$ cat src/rtl/core/rdce_pkg.sv
// Package with types, constants and digit helpers of the run-length encoder.
`timescale 1ns / 1ps
package rdce_pkg;

	localparam int RDCE_CNT_W   = 16;
	localparam int RDCE_MAX_RUN = 65535;
	localparam int RDCE_QDEPTH  = 4;

	localparam logic [7:0] ASCII_ZERO = 8'h30;
	localparam logic [7:0] ASCII_UC_A = 8'h41;
	localparam logic [7:0] ASCII_UC_Z = 8'h5A;
	localparam logic [7:0] ASCII_LC_A = 8'h61;
	localparam logic [7:0] ASCII_LC_Z = 8'h7A;

	// One flush command: a run to spell out and an optional single byte after it.
	typedef struct packed {
		logic [7:0]            sym1;
		logic [RDCE_CNT_W-1:0] cnt1;
		logic                  has2;
		logic [7:0]            sym2;
		logic                  eop;
	} cmd_t;

	typedef enum logic [1:0] {
		PH_START,
		PH_DIGIT,
		PH_TAIL
	} phase_t;

	function automatic logic is_letter(logic [7:0] b);
		return ((b >= ASCII_UC_A) && (b <= ASCII_UC_Z)) ||
		       ((b >= ASCII_LC_A) && (b <= ASCII_LC_Z));
	endfunction

	// Position of the leading decimal digit of a count.
	function automatic logic [2:0] dec_npos(logic [RDCE_CNT_W-1:0] v);
		logic [2:0] p;
		if (v >= 16'd10000) begin
			p = 3'd4;
		end else if (v >= 16'd1000) begin
			p = 3'd3;
		end else if (v >= 16'd100) begin
			p = 3'd2;
		end else if (v >= 16'd10) begin
			p = 3'd1;
		end else begin
			p = 3'd0;
		end
		return p;
	endfunction

	// Digit value times the power of ten of its position.
	function automatic logic [16:0] dec_scale(logic [3:0] k, logic [2:0] p);
		logic [16:0] r;
		case (p)
			3'd0: r = 17'(k);
			3'd1: r = 17'(k) * 17'd10;
			3'd2: r = 17'(k) * 17'd100;
			3'd3: r = 17'(k) * 17'd1000;
			3'd4: r = 17'(k) * 17'd10000;
			default: r = '0;
		endcase
		return r;
	endfunction

	// Decimal digit at position p, for a value below ten times that place.
	function automatic logic [3:0] dec_digit(logic [RDCE_CNT_W-1:0] v, logic [2:0] p);
		logic [3:0] d;
		d = '0;
		for (int k = 1; k <= 9; k++) begin
			if ({1'b0, v} >= dec_scale(4'(k), p)) begin
				d = 4'(k);
			end
		end
		return d;
	endfunction

endpackage

$ cat src/rtl/core/rdce_front.sv
// Front end: configuration register, filtering, run tracking and flush commands.
`timescale 1ns / 1ps
module rdce_front
	import rdce_pkg::*;
#(
	parameter int MAX_RUN = RDCE_MAX_RUN
) (
	input  logic       clk,
	input  logic       arst_n,
	input  logic       cfg_valid,
	output logic       cfg_ready,
	input  logic       cfg_data,
	input  logic       s_tvalid,
	output logic       s_tready,
	input  logic [7:0] s_tdata,
	input  logic       s_tlast,
	input  logic       q_full,
	output logic       push,
	output cmd_t       push_cmd
);

	logic                  filter_q;
	logic [7:0]            run_sym_q;
	logic [RDCE_CNT_W-1:0] run_cnt_q;
	logic                  accept;
	logic                  keep;
	logic                  flush_old;
	logic [7:0]            new_sym;
	logic [RDCE_CNT_W-1:0] new_cnt;

	assign cfg_ready = 1'b1;
	assign s_tready  = !q_full;
	assign accept    = s_tvalid && s_tready;
	assign keep      = !filter_q || is_letter(s_tdata);
	assign flush_old = keep && (run_cnt_q != '0) &&
	                   ((s_tdata != run_sym_q) || (run_cnt_q >= RDCE_CNT_W'(MAX_RUN)));

	always_comb begin
		new_sym = run_sym_q;
		new_cnt = run_cnt_q;
		if (keep) begin
			if (flush_old || (run_cnt_q == '0)) begin
				new_sym = s_tdata;
				new_cnt = RDCE_CNT_W'(1);
			end else begin
				new_cnt = run_cnt_q + RDCE_CNT_W'(1);
			end
		end
	end

	assign push          = accept && (flush_old || (s_tlast && (new_cnt != '0)));
	assign push_cmd.sym1 = flush_old ? run_sym_q : new_sym;
	assign push_cmd.cnt1 = flush_old ? run_cnt_q : new_cnt;
	assign push_cmd.has2 = flush_old && s_tlast;
	assign push_cmd.sym2 = s_tdata;
	assign push_cmd.eop  = s_tlast;

	always_ff @(posedge clk or negedge arst_n) begin
		if (!arst_n) begin
			filter_q  <= 1'b1;
			run_sym_q <= '0;
			run_cnt_q <= '0;
		end else begin
			if (cfg_valid && cfg_ready) begin
				filter_q <= cfg_data;
			end
			if (accept) begin
				run_sym_q <= new_sym;
				run_cnt_q <= s_tlast ? '0 : new_cnt;
			end
		end
	end

endmodule

$ cat src/rtl/core/rdce_queue.sv
// Short command queue between the front end and the back end.
`timescale 1ns / 1ps
module rdce_queue
	import rdce_pkg::*;
#(
	parameter int QDEPTH = RDCE_QDEPTH
) (
	input  logic clk,
	input  logic arst_n,
	input  logic push,
	input  cmd_t push_cmd,
	input  logic pop,
	output logic full,
	output logic empty,
	output cmd_t head
);

	localparam int PTR_W = (QDEPTH > 1) ? $clog2(QDEPTH) : 1;
	localparam int CNT_W = $clog2(QDEPTH + 1);

	cmd_t             mem_q [QDEPTH];
	logic [PTR_W-1:0] wptr_q;
	logic [PTR_W-1:0] rptr_q;
	logic [CNT_W-1:0] fill_q;
	logic             do_push;
	logic             do_pop;

	assign full    = (fill_q == CNT_W'(QDEPTH));
	assign empty   = (fill_q == '0);
	assign head    = mem_q[rptr_q];
	assign do_push = push && !full;
	assign do_pop  = pop && !empty;

	always_ff @(posedge clk) begin
		if (do_push) begin
			mem_q[wptr_q] <= push_cmd;
		end
	end

	always_ff @(posedge clk or negedge arst_n) begin
		if (!arst_n) begin
			wptr_q <= '0;
			rptr_q <= '0;
			fill_q <= '0;
		end else begin
			if (do_push) begin
				wptr_q <= (wptr_q == PTR_W'(QDEPTH - 1)) ? '0 : wptr_q + PTR_W'(1);
			end
			if (do_pop) begin
				rptr_q <= (rptr_q == PTR_W'(QDEPTH - 1)) ? '0 : rptr_q + PTR_W'(1);
			end
			if (do_push && !do_pop) begin
				fill_q <= fill_q + CNT_W'(1);
			end else if (do_pop && !do_push) begin
				fill_q <= fill_q - CNT_W'(1);
			end
		end
	end

endmodule

$ cat src/rtl/core/rdce_back.sv
// Back end: spells each command to the output register, one word per unstalled cycle.
`timescale 1ns / 1ps
module rdce_back
	import rdce_pkg::*;
(
	input  logic       clk,
	input  logic       arst_n,
	input  logic       empty,
	input  cmd_t       head,
	output logic       pop,
	output logic       m_tvalid,
	input  logic       m_tready,
	output logic [7:0] m_tdata,
	output logic       m_tlast,
	output logic [0:0] m_tuser
);

	phase_t                phase_q;
	phase_t                phase_d;
	logic                  sel2_q;
	logic                  sel2_d;
	logic [RDCE_CNT_W-1:0] val_q;
	logic [2:0]            pos_q;
	logic                  m_tvalid_q;
	logic [7:0]            m_tdata_q;
	logic                  m_tlast_q;
	logic                  m_tuser_q;
	logic                  advance;
	logic [RDCE_CNT_W-1:0] dig_val;
	logic [2:0]            dig_pos;
	logic [3:0]            dig;
	logic [RDCE_CNT_W-1:0] dig_rem;
	logic [7:0]            out_sym;
	logic                  run_done;
	logic                  item_done;

	assign advance = !empty && (!m_tvalid_q || m_tready);
	assign dig_val = (phase_q == PH_START) ? head.cnt1 : val_q;
	assign dig_pos = (phase_q == PH_START) ? dec_npos(head.cnt1) : pos_q;
	assign dig     = dec_digit(dig_val, dig_pos);
	assign dig_rem = RDCE_CNT_W'({1'b0, dig_val} - dec_scale(dig, dig_pos));

	always_comb begin
		phase_d = phase_q;
		sel2_d  = sel2_q;
		case (phase_q)
			PH_START: begin
				if (sel2_q) begin
					sel2_d = 1'b0;
				end else if (head.cnt1 == RDCE_CNT_W'(1)) begin
					sel2_d = head.has2;
				end else if (head.cnt1 == RDCE_CNT_W'(2)) begin
					phase_d = PH_TAIL;
				end else begin
					phase_d = (dig_pos == 3'd0) ? PH_TAIL : PH_DIGIT;
				end
			end
			PH_DIGIT: begin
				phase_d = (pos_q == 3'd0) ? PH_TAIL : PH_DIGIT;
			end
			PH_TAIL: begin
				phase_d = PH_START;
				sel2_d  = head.has2;
			end
			default: begin
				phase_d = PH_START;
				sel2_d  = 1'b0;
			end
		endcase
	end

	always_comb begin
		out_sym  = head.sym1;
		run_done = 1'b0;
		case (phase_q)
			PH_START: begin
				if (sel2_q) begin
					out_sym  = head.sym2;
					run_done = 1'b1;
				end else if (head.cnt1 <= RDCE_CNT_W'(2)) begin
					out_sym  = head.sym1;
					run_done = (head.cnt1 == RDCE_CNT_W'(1));
				end else begin
					out_sym  = ASCII_ZERO + 8'(dig);
				end
			end
			PH_DIGIT: begin
				out_sym = ASCII_ZERO + 8'(dig);
			end
			PH_TAIL: begin
				out_sym  = head.sym1;
				run_done = 1'b1;
			end
			default: begin
				out_sym  = head.sym1;
				run_done = 1'b0;
			end
		endcase
	end

	assign item_done = run_done && (sel2_q || !head.has2);
	assign pop       = advance && item_done;

	always_ff @(posedge clk) begin
		if (advance) begin
			m_tdata_q <= out_sym;
			m_tuser_q <= item_done;
			m_tlast_q <= item_done && head.eop;
			val_q     <= dig_rem;
			pos_q     <= dig_pos - 3'd1;
		end
	end

	always_ff @(posedge clk or negedge arst_n) begin
		if (!arst_n) begin
			phase_q    <= PH_START;
			sel2_q     <= 1'b0;
			m_tvalid_q <= 1'b0;
		end else begin
			if (advance) begin
				phase_q    <= phase_d;
				sel2_q     <= sel2_d;
				m_tvalid_q <= 1'b1;
			end else if (m_tready) begin
				m_tvalid_q <= 1'b0;
			end
		end
	end

	assign m_tvalid   = m_tvalid_q;
	assign m_tdata    = m_tdata_q;
	assign m_tlast    = m_tlast_q;
	assign m_tuser[0] = m_tuser_q;

endmodule

$ cat src/rtl/core/rle_decimal_count_encoder.sv
// Top level of the run-length encoder with decimal ASCII run counts.
//
//   channel   direction   words carried
//   cfg       in          filter enable bit
//   s_axis    in          one raw byte, tlast closes the part
//   m_axis    out         one encoded byte, tuser marks an item's final word
//
// An input word is taken every cycle while the command queue has room.
// The back end sends one output word per cycle unless stalled, so an item
// is up to 7 output words; a count above two takes one word per digit.
// The queue holds QDEPTH flush commands and lets the two sides stall apart.
// Reset clears the run state and the queue and sets filtering on.
`timescale 1ns / 1ps
module rle_decimal_count_encoder
	import rdce_pkg::*;
#(
	parameter int MAX_RUN = RDCE_MAX_RUN,
	parameter int QDEPTH  = RDCE_QDEPTH
) (
	input  logic       clk,
	input  logic       arst_n,
	input  logic       cfg_valid,
	output logic       cfg_ready,
	input  logic       cfg_data,
	input  logic       s_tvalid,
	output logic       s_tready,
	input  logic [7:0] s_tdata,   // [7:0] in_byte
	input  logic       s_tlast,
	output logic       m_tvalid,
	input  logic       m_tready,
	output logic [7:0] m_tdata,   // [7:0] out_byte
	output logic       m_tlast,
	output logic [0:0] m_tuser    // [0] last_of_item
);

	logic push;
	cmd_t push_cmd;
	logic pop;
	logic q_full;
	logic q_empty;
	cmd_t head;

	rdce_front #(
		.MAX_RUN(MAX_RUN)
	) u_front (
		.clk(clk),
		.arst_n(arst_n),
		.cfg_valid(cfg_valid),
		.cfg_ready(cfg_ready),
		.cfg_data(cfg_data),
		.s_tvalid(s_tvalid),
		.s_tready(s_tready),
		.s_tdata(s_tdata),
		.s_tlast(s_tlast),
		.q_full(q_full),
		.push(push),
		.push_cmd(push_cmd)
	);

	rdce_queue #(
		.QDEPTH(QDEPTH)
	) u_queue (
		.clk(clk),
		.arst_n(arst_n),
		.push(push),
		.push_cmd(push_cmd),
		.pop(pop),
		.full(q_full),
		.empty(q_empty),
		.head(head)
	);

	rdce_back u_back (
		.clk(clk),
		.arst_n(arst_n),
		.empty(q_empty),
		.head(head),
		.pop(pop),
		.m_tvalid(m_tvalid),
		.m_tready(m_tready),
		.m_tdata(m_tdata),
		.m_tlast(m_tlast),
		.m_tuser(m_tuser)
	);

endmodule

$ cat config.mk
export PLATFORM = sky130hd
export DESIGN_NAME = rle_decimal_count_encoder
export DESIGN_NICKNAME = d
export VERILOG_FILES = /design/src/rtl/core/rdce_pkg.sv /design/src/rtl/core/rdce_front.sv /design/src/rtl/core/rdce_queue.sv /design/src/rtl/core/rdce_back.sv /design/src/rtl/core/rle_decimal_count_encoder.sv
export SDC_FILE = /design/constraint.sdc
export NUM_CORES = 1
export LEC_CHECK = 0
export BUFFER_PORTS_ARGS = -buffer_cell sky130_fd_sc_hd__buf_2
export CAP_MARGIN = 10
export CORE_MARGIN = 3
export CORE_UTILIZATION = 50
export CTS_CLUSTER_SIZE = 10
export DETAILED_ROUTE_END_ITERATION = 6
export PLACE_DENSITY = 0.66
export SYNTH_ARGS = -nofsm -noshare
export SYNTH_HDL_FRONTEND = slang
export SYNTH_SLANG_ARGS = --single-unit
export TNS_END_PERCENT = 100
$ cat constraint.sdc
create_clock -name clk -period 11.7 [get_ports clk]
set_input_delay 0.585 -clock clk [delete_from_list [all_inputs] [get_ports clk]]
set_output_delay 0.585 -clock clk [all_outputs]
set_load 0.05 [all_outputs]
# [After elaboration in Yosys (flattened, before gate mapping)]
# Memories as Yosys holds them, arrays and structs flattened.
# Cells that the tools add are included.
[totals] memories=1 out_inout_bits=13 ff_bits=65 ramBits=136 in_bits=15
[op_classes] magnitude_cmp=19 eq_ne=14 muxes=55 reduce_logical=41 mul=4 addsub=8 bitwise_logic=1
[mem_list] name="u_queue.mem_q" words=4 word_bits=34 rd=1 rd_ports_with_merged_regs=0 write_ports=1 line_no="rdce_queue.sv:21" rtl="cmd_t mem_q [QDEPTH];"
[ops] operator="$pmux 16 s5" count=4
[ops] operator="$pmux 17 s5" count=3
[ops] operator="$pmux 15 s5" count=2
[ops] operator="$mux 16" count=5
[ops] operator="$pmux 14 s5" count=1
[ops] operator="$ge 16x17->1" count=3
[ops] operator="$ge 16x16->1" count=3
[ops] operator="$mux 8" count=5
[ops] operator="$ge 16x15->1" count=2
[ops] operator="$reduce_bool 16->1" count=2
[ops] operator="$mux 3" count=10
[ops] operator="$mux 2" count=9
[ops] operator="$add 16x1->16 const B" count=1
[ops] operator="$eq 16x1->1 const B" count=1
[ops] operator="$eq 16x2->1 const B" count=1
[ops] operator="$ge 16x10->1 const B" count=1
[ops] operator="$ge 16x14->1" count=1
[ops] operator="$ge 16x14->1 const B" count=1
[ops] operator="$ge 16x16->1 const B" count=1
[ops] operator="$ge 16x4->1 const B" count=1
[ops] operator="$ge 16x7->1 const B" count=1
[ops] operator="$ge 8x7->1 const B" count=2
[ops] operator="$le 16x2->1 const B" count=1
[ops] operator="$le 8x7->1 const B" count=2
[ops] operator="other kinds (32)" count=79

# [Depth between registers and ports, before layout]
# An unclocked memory read counts as a cell.
[logic_depth] ltp_word=23 ltp_mapped=51 depth_no_buf=47

# [Modules after synthesis]
# A second synthesis with hierarchy kept.
[unflattened] hier_cells=1249 hier_area_um2=13689.4
[by_module_without_submodules] module="rdce_back" cells_per_inst=735 instances=1 area_each_um2=5985.7 seq_area_each_um2=970.9
[by_module_without_submodules] module="rdce_queue" cells_per_inst=215 instances=1 area_each_um2=5346.4 seq_area_each_um2=4259.1
[by_module_without_submodules] module="rdce_front" cells_per_inst=299 instances=1 area_each_um2=2357.3 seq_area_each_um2=626.9

# [Least setup slack after synthesis]
# OpenSTA, ideal clock, no wires.
[synth_path] path_type="register to register" start="reg u_queue.rptr_q[0]" end="reg u_back.val_q[15], data pin" path_stages_with_launch=46 slack_ns=1.958 setup_time_ns=0.264 t_arrival_ns=9.478 period_less_slack_ns=9.742 n_path_buf=5 required_time_ns=11.436 path_cell_list="dfrtp_1 -> buf_6 -> buf_2 -> mux4_2 -> or2_2 -> nor2_1 -> nor2_1 -> nor2_1 -> a211o_1 -> a22o_1 -> ha_1 -> inv_1 -> nor3_1 -> o2111ai_1 -> nand2_1 -> buf_2 -> buf_1 -> nor2_1 -> [10 not listed] -> inv_1 -> ha_1 -> fa_1 -> inv_1 -> fa_1 -> inv_1 -> a21oi_1 -> o21bai_1 -> xor2_1 -> a222oi_1 -> ha_1 -> or3_1 -> o211ai_1 -> a41oi_2 -> a2111oi_0 -> mux2i_1 -> o32ai_1 -> nor3_1"
[synth_via] elab_chain_cells=22 elab_cells_between_ends=49
[synth_lines] item="from (decl)" line_no="rdce_queue.sv:23" rtl="logic [PTR_W-1:0] rptr_q;"
[synth_lines] item="from (signal assigned)" line_no="rdce_queue.sv:50" rtl="rptr_q <= (rptr_q == PTR_W'(QDEPTH - 1)) ? '0 : rptr_q + PTR_W'(1);"
[synth_lines] item="$mem_v2 4x34 *"
[synth_lines] item="$ge 16x4->1" line_no="rdce_pkg.sv:44" rtl="end else if (v >= 16'd10) begin"
[synth_lines] item="$mux 1" line_no="rdce_pkg.sv:44"
[synth_lines] item="$mux 3" line_no="rdce_pkg.sv:42" rtl="end else if (v >= 16'd100) begin"
[synth_lines] item="$mux 3" line_no="rdce_pkg.sv:40" rtl="end else if (v >= 16'd1000) begin"
[synth_lines] item="$mux 3" line_no="rdce_pkg.sv:38" rtl="if (v >= 16'd10000) begin"
[synth_lines] item="$mux 3" line_no="rdce_back.sv:39" rtl="assign dig_pos = (phase_q == PH_START) ? dec_npos(head.cnt1) : pos_q;"
[synth_lines] item="$eq 3x3->1, or another cell as far along" line_no="rdce_pkg.sv:55" rtl="case (p)"
[synth_lines] item="[2 not listed]"
[synth_lines] item="$mux 1" line_no="rdce_pkg.sv:71" rtl="if ({1'b0, v} >= dec_scale(4'(k), p)) begin"
[synth_lines] item="$mux 2 (2 in a row)" line_no="rdce_pkg.sv:71"
[synth_lines] item="$mux 3 (4 in a row)" line_no="rdce_pkg.sv:71"
[synth_lines] item="$mux 4 (2 in a row)" line_no="rdce_pkg.sv:71"
[synth_lines] item="$mul 4x10->12, or another cell as far along" line_no="rdce_pkg.sv:60" rtl="3'd4: r = 17'(k) * 17'd10000;"
[synth_lines] item="$pmux 16 s5" line_no="rdce_pkg.sv:55"
[synth_lines] item="$sub 16x16->16 *" line_no="rdce_back.sv:41" rtl="assign dig_rem = RDCE_CNT_W'({1'b0, dig_val} - dec_scale(dig, dig_pos));"
[synth_lines] item="net u_back.dig_rem[15]" line_no="rdce_back.sv:32" rtl="logic [RDCE_CNT_W-1:0] dig_rem;"
[synth_lines] item="to (signal assigned)" line_no="rdce_back.sv:109" rtl="val_q <= dig_rem;"
[synth_lines] item="to (decl)" line_no="rdce_back.sv:22" rtl="logic [RDCE_CNT_W-1:0] val_q;"
# The timed path passes the listed nets; every way through them passes the cells marked *.
# A chain may end at the register's enable or synchronous reset.

# [Worst setup path in the final report]
# Same ends and word-level chain as after synthesis.

==> key figures <==
Synth
  • Synthesis-stage register bit count: 201
  • Syn. warnings: 0
  • Top cells by count, synth: edfxtp_1, ha_1, nor2_1
  • Adder-Cell Fraction of Synth Area: a little over an eighth
  • Most numerous cell in the Yosys netlist: edfxtp_1
  • Asr flop ratio synth: between 10% and 20%
  • Synth unique cells: 90
  • Synth Area in Compound Gates: 14.8%
  • Post-Syn Area: 13500 sq um
  • Post-synth top area cell: edfxtp_1
  • Post-synthesis mux area share: a little under a tenth
  • Register area share after synthesis: 43.4%
  • Syn_nets: ~1400
  • Syn avg cell area: 11.2 sq um
  • Largest family of logic cells by synthesized area: compound AO/OA/AOI/OAI gates
  • EDFF count, synth: 165
  • Top cell type's share of synthesized area: between 30 and 40%
  • Top_reg_cell synth: edfxtp_1
  • Post-Synth XOR/XNOR Area: between 3 and 4%
  • Cells after Synth: 1205
  • Largest cells by area after synthesis: edfxtp_1, ha_1, dfrtp_1
  • Simple-gate share of the synthesized area: roughly 13%

Placement
  • Dpl cell area: between 10000 and 15000 sq um
  • GP Congestion: 0.988
  • Post-DP HPWL: 25100 um
  • Port Buf Inserts: 26

STA
  • Skew final: approximately 0.01 ns
  • Setup TNS: 0 ns
  • Slew HR: ~36%
  • Final setup viols: 0
  • Hold Fails Final Rpt: 0
  • Final Critical Period: about 11 ns
  • Slew Limit Fails: 0
  • Least-Margin Pin Slew: 0.962 ns
  • Max Clk Rate: about 91 MHz
  • Crit share post-route: between 90 and 100%
  • RSZ-0062 raised after global routing: false

Clock network
  • Root Driver: clkbuf_16
  • Postcts setup bufs: 0
  • TritonCTS buffer count: 24
  • Clk_lat worst skew: 0.51 ns
  • Clock transition at path regs: ~0.060 ns
  • Sink Count: approximately 200
  • Clock tree buffer depth: 3
  • Post-CTS sizing: 0
  • Max H-tree Level: 1
  • Cts-stage hold buffer count: 0
  • CTS tree: yes

Finish
  • Register Area: approximately 5900 sq um
  • Syn-to-layout area delta: 9.29%
  • Finished Cell Area: 14700 sq um
  • Fraction of layout cells with a size suffix above 1: about 14%
  • # fillers: 2233
  • Footprint of the multi-input gates: approximately 7200 sq um
  • Post-layout nets: between 1000 and 1500
  • # diodes: 0

Floorplanning
  • Die Y: 170 um
  • Die area: between 20000 and 30000 sq um
  • Starting density of the core: between 50% and 60%
  • Core area: 26300 sq um
  • Row count: 59
  • Die Wd: ~170 um
  • Io pins: 28

Drt
  • Routed Wire Length: 34600 um
  • Via count: between 9000 and 10000
  • Residual DRC: 0
  • DRT Pass-1 Iters: 6
  • Initial drt markers: about 780
  • Post-DR wirelength/cell: 21.8 um
  • Vias/cell: 6.27
  • Post-DRT Antenna Nets: 0

Critical path
  • Slowest stage cell, crit path: mux4_1
  • Slowest cell delay on critical path: 0.70 ns
  • Crit path launch type: flop
  • Crit-path max FO: 17
  • WP data required: around 12 ns
  • Critical path class: flop to flop
  • Critical Path Most Common Cell: ha_1
  • Critical path data arrival time: roughly 11 ns
  • Critical Path Sink Type: flop

Global routing
  • Largest net degree at the start of global routing: 37
  • All-layer global routing usage: 24.0%
  • Total grt overflow: 0
  • Initial antenna violation count: 0
  • First-pass GRT wire length: between 50000 and 60000 um
  • Vias in the first global route: roughly 10000

Worst hold path
  • Hold Crit Class: primary input to async pin

Flow run
  • Max Cap Viol: 0

Run status
  • Status: completed
-- cells by family (layout without fill, tap and decap cells) --
kind of cell | after synthesis | in the layout
AO/OA/AOI/OAI | 281 | 281
other | 1 | 1
AND/OR/NAND/NOR | 345 | 345
flip-flops | 201 | 201
multiplexers | 74 | 74
adder cells (fa/ha/maj) | 136 | 136
XOR/XNOR | 51 | 51
buffers and inverters | 116 | 161
-- per-stage QoR --
stage               hold WS (ns)  util [%]  setup WS, ns  instances
finish                     0.186      56.1         0.769       1585
floorplan                  0.289         -          1.96       1205
detailed placement         0.488      53.3         0.459       1541
global placement           0.482      53.3         0.974       1541
global route               0.234      56.1        0.0259       1585
CTS                        0.207      56.0         0.441       1585
-- critical path, delay by kind of cell, from the launching register on --
kind                     cells  cell delay, ns
AO/OA/AOI/OAI               14            3.94
AND/OR/NAND/NOR             11            2.45
adder cells (fa/ha/maj)      6            2.32
multiplexers                 2            0.83
flip-flops                   1            0.61
buffers and inverters        3            0.38
XOR/XNOR                     1            0.15
-- sequential cells by signal (all words and copies together), names as in the netlist, 2 cells and up --
register           flops
u_back.pos_q           3
u_queue.mem_q        136
u_front.run_sym_q      8
u_back.m_tdata         8
u_queue.rptr_q         2
u_queue.wptr_q         2
u_back.phase_q         2
u_queue.fill_q         3
u_front.run_cnt_q     16
u_back.val_q          16
-- layout make-up --
class | count | area share [%]
sequential | 201 | 39.8
timing repair buffer | 45 | 1.85
clock inverter | 2 | 0.144
tap | 335 | 2.84
inverter | 72 | 1.83
multi-input combinational | 888 | 48.9
clock buffer | 42 | 4.67
-- metal layers --
metal / vias to the layer above / routed length (um) / GRT usage [%]
met2: 338 / 16300 / 39.6
met4: 0 / 1110 / 8.08
met3: 77 / 2010 / 3.48
li1: 4662 / - / -
met5: - / 0 / 0
met1: 4866 / 15100 / 32.8
-- final timing paths --
path / slack [ns] / endpoint / start / depth (start not counted)
worst max-delay path: 0.77 / u_back.val_q[15]$_DFFE_PP_ / u_queue.rptr_q[0]$_DFFE_PN0P_ / 37
worst min-delay path: 0.19 / u_front.run_cnt_q[6]$_DFFE_PN0P_ / arst_n / 1
worst max register to register: 0.77 / u_back.val_q[15]$_DFFE_PP_ / u_queue.rptr_q[0]$_DFFE_PN0P_ / 37
worst min register to register: 0.51 / u_queue.fill_q[2]$_DFFE_PN0P_ / u_queue.fill_q[2]$_DFFE_PN0P_ / 1
max in group asynchronous: 10.89 / u_queue.rptr_q[0]$_DFFE_PN0P_ / arst_n / 1
min in group clk: 0.27 / u_back.m_tvalid$_DFFE_PN0P_ / m_tready / 2
-- layout by cell type, fill, tap and decap left out, drive strengths merged, types with 12 or more instances in the layout --
| cell type | count |
|---|---|
| a2111oi | 12 |
| a21o | 30 |
| a21oi | 58 |
| a22o | 12 |
| and2 | 19 |
| buf | 45 |
| clkbuf | 42 |
| dfrtp | 35 |
| edfxtp | 165 |
| ha | 123 |
| inv | 71 |
| mux2 | 28 |
| mux4 | 35 |
| nand2 | 82 |
| nand3 | 23 |
| nand4 | 17 |
| nor2 | 101 |
| nor3 | 34 |
| o21ai | 53 |
| xnor2 | 30 |
| xor2 | 21 |
Power is not shown: default switching activity piles up to over one toggle a cycle in this logic, so the estimate is an artifact.
